### src/design/swi_pkg.sv
// ----------------------------------------------------------------------------
// swi_pkg
// Shared constants and types for the sort-with-index block.
// ----------------------------------------------------------------------------
package swi_pkg;

  localparam int KeyW      = 32;
  localparam int MaxLen    = 64;
  localparam int IdxW      = 6;
  localparam int CountW    = $clog2(MaxLen + 1);
  localparam int FifoDepth = 2;
  localparam int FifoPtrW  = $clog2(FifoDepth);
  localparam int PaddrW    = 3;

  // register indexes
  localparam logic RegDescending = 1'b0;
  localparam logic RegSignedKeys = 1'b1;

  // one classified key on its way from front to back
  typedef struct packed {
    logic [KeyW-1:0] ord;    // key remapped so unsigned compare gives the order
    logic [IdxW-1:0] idx;
    logic            last;
    logic            store;  // 0: dropped key that only closes the run
    logic            ovf;
    logic            flip;   // sign bit was inverted
  } swi_entry_t;

endpackage

### src/design/swi_front.sv
// ----------------------------------------------------------------------------
// swi_front
// Accepts keys, numbers them, remaps them for compare and drops extras.
// ----------------------------------------------------------------------------
module swi_front (
  input  logic                clk_i,
  input  logic                rst_ni,
  input  logic                in_valid_i,
  output logic                in_ready_o,
  input  logic [31:0]         key_i,
  input  logic                last_key_i,
  input  logic                signed_keys_i,
  output logic                push_valid_o,
  output swi_pkg::swi_entry_t push_data_o,
  input  logic                push_ready_i
);
  import swi_pkg::*;

  logic [CountW-1:0] count_q, count_d;
  logic              ovf_q, ovf_d;
  logic              has_room;
  logic              accept;

  assign has_room   = count_q < CountW'(MaxLen);
  assign in_ready_o = push_ready_i;
  assign accept     = in_valid_i & push_ready_i;

  assign push_valid_o      = in_valid_i & (has_room | last_key_i);
  assign push_data_o.ord   = key_i[KeyW-1:0] ^ {signed_keys_i, {(KeyW-1){1'b0}}};
  assign push_data_o.idx   = IdxW'(count_q);
  assign push_data_o.last  = last_key_i;
  assign push_data_o.store = has_room;
  assign push_data_o.ovf   = ovf_q | ~has_room;
  assign push_data_o.flip  = signed_keys_i;

  always_comb begin
    count_d = count_q;
    ovf_d   = ovf_q;
    if (accept) begin
      if (last_key_i) begin
        count_d = '0;
        ovf_d   = 1'b0;
      end else if (has_room) begin
        count_d = count_q + CountW'(1);
      end else begin
        ovf_d = 1'b1;
      end
    end
  end

  always_ff @(posedge clk_i or negedge rst_ni) begin
    if (!rst_ni) begin
      count_q <= '0;
      ovf_q   <= 1'b0;
    end else begin
      count_q <= count_d;
      ovf_q   <= ovf_d;
    end
  end

endmodule

### config.mk
export PLATFORM = sky130hd
export DESIGN_NAME = swi_front
export DESIGN_NICKNAME = d
export VERILOG_FILES = /design/src/design/swi_pkg.sv /design/src/design/swi_front.sv
export SDC_FILE = /design/constraint.sdc
export NUM_CORES = 1
export LEC_CHECK = 0
export ABC_CLOCK_PERIOD_IN_PS = 1600
export CAP_MARGIN = 20
export CORE_MARGIN = 3
export CORE_UTILIZATION = 35
export CTS_BUF_LIST = sky130_fd_sc_hd__clkbuf_8
export CTS_CLUSTER_DIAMETER = 100
export DETAILED_ROUTE_END_ITERATION = 16
export DONT_BUFFER_PORTS = 1
export PLACE_DENSITY = 0.49
export SLEW_MARGIN = 40
export SYNTH_ARGS = -nofsm -noshare
export SYNTH_HDL_FRONTEND = slang
export SYNTH_SLANG_ARGS = --single-unit
export TNS_END_PERCENT = 1
### constraint.sdc
create_clock -name clk_i -period 1.6 [get_ports clk_i]
set_input_delay 0.24 -clock clk_i [delete_from_list [all_inputs] [get_ports clk_i]]
set_output_delay 0.24 -clock clk_i [all_outputs]
set_load 0.1 [all_outputs]
==> results.toml <==
[layout]
diodes = 0
drive_above_1_share_pct = 36.07
layout.nets = 102
fin_cells = 88
nFillCells = 214
stdcell_area_um2 = 635.6
syn_to_final_growth_pct = -16.31

[pwr]
power.leakage_uw = 0.0002761
p_per_area_nw_per_um2 = 1300
ir_worst_vdd_uv = 584.2

[routing]
wirelength_um = 1278
avgViaCountPerCell = 4.977
drcViolationCount = 0
num_vias = 438
ant_nets = 0
drt-wirelength-per-cell_um = 14.52
drt_iter0_markers = 11
first_pass_iters = 3

[synth]
syn_nets = 127
seq_area_frac_synth_pct = 26.36
synthFlopType = "dfrtp_1"
synth_cell_type_count = 25
synth_edf_count = 0
synth_top_family_by_area = "buffers and inverters"
synth_seq_cells = 8
synthSimpleGateAreaFrac_pct = 18.29
synthAdderAreaFrac_pct = 1.647
netlist.area_leader.share_pct = 40.53
async_reset_ff_share_pct = 100.0
yosysMostFrequentCell = "buf_4"
synth_compound_area_share_pct = 9.061
synth_warnings = 0
synth_area_um2 = 759.5
synth_commonest_cells = "buf_4 (41), dfrtp_1 (8), a21oi_1 (6)"
ys_top_cells_by_area = "buf_4 (41%), dfrtp_1 (26%), a21oi_1 (4.0%), o31ai_1 (3.0%), or4_1 (3.0%)"
post_synth.cell_area_avg_um2 = 8.630
muxShareOfSynthArea_pct = 1.483
netlist_instances = 88
synth_xor_area_share_pct = 1.153
yosys.area.top_type = "buf_4"

[sta]
hold_ws_ns = 0.1143
setup_violations = 0
hold_viol = 0
setup_tns_ns = 0
worst_pin_slew_ns = 0.5233
period_share_pct = 94.58
fin_ws_ns = 0.08673
slew-limit-headroom_pct = 65.32
min_period_ns = 1.513
maxSlewViolCount = 0
timing.fmax_mhz = 660.8
skew_ns = 0.0005524
rsz0062_at_grt = "false"

[setup_path]
ff2ff_path_depth = 4
cpMaxStageDelayCell = "dfrtp_1"
endpoint_kind = "register"
critPathMaxStageDelay_ns = 0.43
reg2reg_from = "count_q[6]"
critPathMaxFanout = 8
rrSetupSlack_ns = 0.09
critPathKind = "reg2reg"
cp.required_ns = 1.72
cp_cell_sequence = "nor2b_4, buf_4, nor4_1, mux2_2"
r2r-end = "count_q[5]"
cp.arrival_ns = 1.63
start_kind = "register"

[global_routing]
grt_pass1_vias = 402
grt_max_degree = 11
grt_pass1_wl_um = 2049
grt_remaining_overflow = 0
grt_usage_pct = 10.70
antenna_found_initial = 0

[hold_path]
whs_endpoint = "count_q[1]"
hold_start = "last_key_i"
min_delay_path_depth = 1
hold_class = "in2reg"

[die]
initial_core_util_pct = 37.94
die-height_um = 52.58
core_um2 = 2002
num_rows = 16
die_area_um2 = 2765
die_x_um = 52.58
ios = 82

[cts]
clock-root-buffer = "clkbuf_8"
cts_buffers = 3
cts_tree = "built"
cts.path.max_buffers = 2
post_cts_resized = 0
clock_sinks = 8
clk_pin_slew_ns = 0.04
cts_htree_levels = 1
clk-insertion-delay-late_ns = 0.23

[placed_design]
pre_cts_ws_ns = 0.2204
dpl_cell_area_um2 = 576.8
place_hpwl_um = 928.2
port-buffer-count = 0
place.gp.congestion = 0.7230
placedCellCount = 83

[job]
max-cap-violations = 0

[status]
status = "finished, final reports clean"
[where the power goes]
part	leakage, uW	internal, uW	switching (uW)
registers	0.000109	226	25.6
clock network	0.0000216	164	88.2
logic	0.000145	75.3	248
[final cells by class]
cell class	count	area, um2	share of cell area (%)
inverter	2	7.507	1.181
timing repair buffer	12	105.1	16.54
clock buffer	3	41.29	6.496
tap	27	33.78	5.315
sequential	8	200.2	31.50
multi-input combinational	36	247.7	38.98
[layout by cell type, fill, tap and decap left out, drive strengths merged]
master / count
mux2: 1
inv: 2
nand2: 5
and4bb: 1
and4b: 1
nand3: 2
dlygate4sd3: 1
o31ai: 3
and2b: 1
nor4: 1
xor2: 1
a31oi: 1
ha: 1
nor2: 2
a21oi: 6
buf: 11
clkbuf: 3
or2: 1
dfrtp: 8
or4: 3
and3: 1
nor2b: 2
or3: 1
o21ai: 2
[flip-flops by register name (all words and copies together) (netlist names)]
register / count
ovf_q: 1
count_q: 7
[stage by stage]
step | total power (uW) | util (%)
2_1_floorplan | 934.0 | -
3_3_place_gp | 572.6 | 28.81
3_5_place_dp | 572.8 | 28.81
4_1_cts | 832.7 | 31.37
5_1_grt | 873.0 | 31.75
6_report | 826.4 | 31.75
[kinds of logic (layout without fill, tap and decap cells)]
family                   after synthesis  count (layout)
XOR/XNOR                               1               1
flip-flops                             8               8
adder cells (fa/ha/maj)                1               1
AO/OA/AOI/OAI                         12              12
buffers and inverters                 44              17
AND/OR/NAND/NOR                       21              21
multiplexers                           1               1
[worst max path at each step]
| stage | start | endpoint | depth (start not counted) |
|---|---|---|---|
| 2_1_floorplan | signed_keys_i | push_data_o[41] | 1 |
| 3_3_place_gp | count_q[6] | count_q[5] | 3 |
| 3_5_place_dp | count_q[6] | count_q[5] | 3 |
| 4_1_cts | count_q[6] | push_valid_o | 3 |
| 5_1_grt | count_q[6] | count_q[5] | 4 |
| 6_report | count_q[6] | count_q[5] | 4 |
[worst max-delay path, delay by kind of cell, from the launching register on]
kind	cells	cell delay [ns]
muxes	1	0.37
and+or+nand+nor	2	0.45
buffers and inverters	1	0.15
DFF	1	0.43
[per-layer routing]
layer / track usage [%] / vias up / wire length, um
met5: 0 / - / 0
met4: 13.19 / 0 / 81
met3: 5.983 / 15 / 197
met2: 13.22 / 33 / 518
met1: 11.21 / 189 / 481
li1: - / 201 / -
[what timing repair did]
action / 4_1_cts / 5_1_grt
hold buffers: 1 / 0
endpoints found under the hold margin: 8 / 0
endpoints found under the setup margin: 0 / 1
setup buffers: 0 / 1
(Power assumes the default switching activity.)
