## src/design/swi_pkg.sv

```systemverilog
// ----------------------------------------------------------------------------
// swi_pkg
// Shared constants and types for the sort-with-index block.
// ----------------------------------------------------------------------------
package swi_pkg;

  localparam int KeyW      = 32;
  localparam int MaxLen    = 64;
  localparam int IdxW      = 6;
  localparam int CountW    = $clog2(MaxLen + 1);
  localparam int FifoDepth = 2;
  localparam int FifoPtrW  = $clog2(FifoDepth);
  localparam int PaddrW    = 3;

  // register indexes
  localparam logic RegDescending = 1'b0;
  localparam logic RegSignedKeys = 1'b1;

  // one classified key on its way from front to back
  typedef struct packed {
    logic [KeyW-1:0] ord;    // key remapped so unsigned compare gives the order
    logic [IdxW-1:0] idx;
    logic            last;
    logic            store;  // 0: dropped key that only closes the run
    logic            ovf;
    logic            flip;   // sign bit was inverted
  } swi_entry_t;

endpackage

```

## src/design/swi_fifo.sv

```systemverilog
// ----------------------------------------------------------------------------
// swi_fifo
// Short queue of classified keys between front and back.
// ----------------------------------------------------------------------------
module swi_fifo (
  input  logic                clk_i,
  input  logic                rst_ni,
  input  logic                push_valid_i,
  output logic                push_ready_o,
  input  swi_pkg::swi_entry_t push_data_i,
  output logic                pop_valid_o,
  input  logic                pop_ready_i,
  output swi_pkg::swi_entry_t pop_data_o
);
  import swi_pkg::*;

  swi_entry_t          mem_q [FifoDepth];
  logic [FifoPtrW-1:0] wr_ptr_q, rd_ptr_q;
  logic [FifoPtrW:0]   cnt_q;
  logic                push, pop;

  assign push_ready_o = cnt_q != (FifoPtrW+1)'(FifoDepth);
  assign pop_valid_o  = cnt_q != '0;
  assign pop_data_o   = mem_q[rd_ptr_q];
  assign push         = push_valid_i & push_ready_o;
  assign pop          = pop_valid_o & pop_ready_i;

  always_ff @(posedge clk_i) begin
    if (push) begin
      mem_q[wr_ptr_q] <= push_data_i;
    end
  end

  always_ff @(posedge clk_i or negedge rst_ni) begin
    if (!rst_ni) begin
      wr_ptr_q <= '0;
      rd_ptr_q <= '0;
      cnt_q    <= '0;
    end else begin
      if (push) begin
        wr_ptr_q <= (wr_ptr_q == FifoPtrW'(FifoDepth - 1)) ? '0 : wr_ptr_q + FifoPtrW'(1);
      end
      if (pop) begin
        rd_ptr_q <= (rd_ptr_q == FifoPtrW'(FifoDepth - 1)) ? '0 : rd_ptr_q + FifoPtrW'(1);
      end
      unique case ({push, pop})
        2'b10:   cnt_q <= cnt_q + (FifoPtrW+1)'(1);
        2'b01:   cnt_q <= cnt_q - (FifoPtrW+1)'(1);
        default: cnt_q <= cnt_q;
      endcase
    end
  end

endmodule

```

## config.mk

```make
export PLATFORM = sky130hd
export DESIGN_NAME = swi_fifo
export DESIGN_NICKNAME = d
export VERILOG_FILES = /design/src/design/swi_pkg.sv /design/src/design/swi_fifo.sv
export SDC_FILE = /design/constraint.sdc
export NUM_CORES = 1
export LEC_CHECK = 0
export BUFFER_PORTS_ARGS = -buffer_cell sky130_fd_sc_hd__buf_2
export CORE_UTILIZATION = 25
export CTS_CLUSTER_DIAMETER = 50
export DETAILED_ROUTE_END_ITERATION = 16
export GPL_TIMING_DRIVEN = 0
export PLACE_DENSITY_LB_ADDON = 0.1
export SYNTH_ARGS = -nofsm -noshare
export SYNTH_HDL_FRONTEND = slang
export SYNTH_SLANG_ARGS = --single-unit
```

## constraint.sdc

```tcl
create_clock -name clk_i -period 3.3 [get_ports clk_i]
set_input_delay 0.66 -clock clk_i [delete_from_list [all_inputs] [get_ports clk_i]]
set_output_delay 0.66 -clock clk_i [all_outputs]
set_load 0.05 [all_outputs]
```

==> impl_metrics.csv <==
group,metric,value,unit
drt,vias,1649,
logic_synthesis,syn-cell-area,3250,sq um
drt,ant_nets,0,
worst_setup_path,startpoint_type,"flip-flop",
placed_design,dpl.cell_count,411,
logic_synthesis,netlist_instances,148,
global_route,grt_util_all_layers,9.64,%
logic_synthesis,synth_area_leaders,"edfxtp_1 (78%), mux2_2 (13%), dfrtp_1 (3.1%)",
finish,nFillCells,1268,
timing,fin_crit,2.22,ns
worst_setup_path,worstPathMaxFanout,10,
min_path,hp-class,"in -> async",
die,rows,41,
worst_setup_path,worst_ep_required_time,2.64,ns
worst_setup_path,slowest_delay,0.35,ns
finish,final_common_cell,"buf_2",
drt,met3_wirelength,477,um
finish,antenna_cells,0,
drt,wl,6050,um
clock_network,clock_sinks,88,
timing,rsz0062_at_grt,"false",
clock_network,clk_latency,0.34,ns
flow_run,max_cap_viol_count,0,
die,coreArea,12700,sq um
finish,seqCellArea,2620,sq um
logic_synthesis,syn-num-nets,195,
worst_setup_path,crit_type,"reg -> out",
finish,final_cells,427,
die,dieArea,13500,sq um
die,initial_core_util,25.7,%
logic_synthesis,synthDistinctLibCells,15,
logic_synthesis,yosys_warnings,0,
finish,multi_input_comb_area,584,sq um
finish,finalNetCount,297,
logic_synthesis,syn-mean-instance-area,22.0,sq um
placed_design,port_buffers,89,
outcome,outcome,"finished clean",
drt,first_pass_iters,4,
worst_setup_path,cp.arrival,1.56,ns
placed_design,dpl.hpwl,3870,um
pwr,ir_drop,449,uV
clock_network,ctsResizeCount,0,
pwr,power_density,1070,nW/um^2
global_route,grt_max_degree,23,
finish,area_delta_synth_final,31.4,%
timing,fin_skew,0.00483,ns
logic_synthesis,synth_largest_area_cell,"edfxtp_1",
worst_setup_path,crit_path_end_kind,"output port",
global_route,antenna_found_initial,0,
clock_network,h-tree-depth,3,
drt,met1_length,2720,um
clock_network,cts.path.max_buffers,2,
timing,drv_slew,0,
global_route,grt_pass1_vias,1642,
global_route,grt-ovfl-total,0,
clock_network,clockRootBuffer,"clkbuf_16",
drt,viasPerCell,3.86,
global_route,grt_pass1_wl,8850,um
drt,drc_errors,0,
clock_network,clk_pin_slew,0.06,ns
clock_network,ctsHoldBuffers,0,
die,ios,90,
timing,setup_tns,0,ns
drt,dr_wl_met2,2740,um
worst_setup_path,path_cells,"buf_6, buf_6, mux2_2, buf_2",
drt,wl_per_cell,14.2,um
drt,drt_iter0_drc,53,
finish,layout_common_cells,"buf_2 (89), edfxtp_1 (84), mux2_2 (39)",
timing,setup_viol,0,
logic_synthesis,synth_top_area_share,77.5,%
finish,drive_gt1_share,60.4,%
drt,top_layer_used,"met4",
timing,worst_slew_pin_slew,0.717,ns
worst_setup_path,critPathSlowestCell,"mux2_2",
timing,finalHoldViolCount,0,
placed_design,place_congestion,0.618,
timing,relSlewSlack,52.1,%
logic_synthesis,synth_seq_area_share,80.6,%
worst_setup_path,crit_path_frequent_cell,"buf_6",
timing,period_share,67.2,%
clock_network,numCtsBuffers,9,
die,die_x,116,um
die,chipHeight,116,um
clock_network,cts_tree,"built",
clock_network,postCtsSetupBuffers,0,
pwr,p_leak,1.59,nW
logic_synthesis,ys_ff_latch,88,
timing,max_freq,451,MHz
## per-stage QoR
| stage | cell area [sq um] | power (W) | setup WS (ns) | util, % | hold WS, ns |
|---|---|---|---|---|---|
| 2_1_floorplan | 3250 | 0.00311 | 0.0108 | - | 0.364 |
| 3_3_place_gp | 3920 | 0.00355 | -1.17 | 30.9 | 0.476 |
| 3_5_place_dp | 3960 | 0.00358 | 1.17 | 31.3 | 0.477 |
| 4_1_cts | 4280 | 0.00467 | 1.03 | 33.8 | 0.103 |
| 5_1_grt | 4280 | 0.00481 | 1.00 | 33.8 | 0.100 |
| 6_report | 4280 | 0.00458 | 1.08 | 33.8 | 0.119 |
## report_power, final
part | internal (W) | total [W] | switching, W
sequential | 0.00153 | 0.00159 | 0.0000622
combinational | 0.000569 | 0.00192 | 0.00135
clock | 0.000659 | 0.00107 | 0.000411
total | 0.00276 | 0.00458 | 0.00183
## cells in the mapped netlist
library cell / instances
and2_4: 1
xor2_1: 2
mux2_4: 2
xnor2_1: 3
or2_1: 1
nor2_1: 2
mux2_2: 39
buf_6: 5
nand2b_1: 1
and3_1: 1
ha_1: 1
mux2_1: 1
edfxtp_1: 84
nand2_1: 1
dfrtp_1: 4
## sequential cells by signal, indices dropped and copies added (netlist names)
signal and flops:
mem_q 84, cnt_q 2, wr_ptr_q 1, rd_ptr_q 1
## cell families (layout without fill, tap and decap cells)
group | after synthesis | count (layout) | synth area share [%]
simple gates | 7 | 7 | 1.19
mux | 42 | 42 | 14.8
fa+ha+maj | 1 | 1 | 0.384
buf+inv | 5 | 112 | 1.73
flops | 88 | 88 | 80.6
xor+xnor | 5 | 5 | 1.35
## routing by layer
layer,track usage (%),vias up
li1,-,780
met3,5.86,7
met2,14.1,60
met1,11.2,802
met5,0,-
met4,4.36,0
## layout make-up
type | count | share of cell area (%)
sequential | 88 | 61.3
multi-input combinational | 55 | 13.7
buffer | 5 | 1.32
tap | 172 | 5.03
clock inverter | 6 | 1.96
timing repair buffer | 91 | 11.4
clock buffer | 10 | 5.35
## critical path, delay by kind of cell (launching register included)
family | cells | cell delay [ns]
multiplexers | 1 | 0.35
flip-flops | 1 | 0.34
buffers and inverters | 3 | 0.52
## worst paths after layout
kind	startpoint	to	slack, ns	cells past startpoint
max in group asynchronous	rst_ni	rd_ptr_q$_DFFE_PN0P_	3.05	1
hold reg to reg	cnt_q[1]$_DFFE_PN0P_	cnt_q[1]$_DFFE_PN0P_	0.49	1
hold / removal	rst_ni	wr_ptr_q$_DFFE_PN0P_	0.12	1
setup reg to reg	cnt_q[0]$_DFFE_PN0P_	mem_q[0][1]$_DFFE_PP_	1.41	4
min in group clk_i	cnt_q[1]$_DFFE_PN0P_	cnt_q[1]$_DFFE_PN0P_	0.49	1
setup / recovery	rd_ptr_q$_DFFE_PN0P_	pop_data_o[39]	1.08	4
No activity file was read; power rests on OpenSTA's default activity.
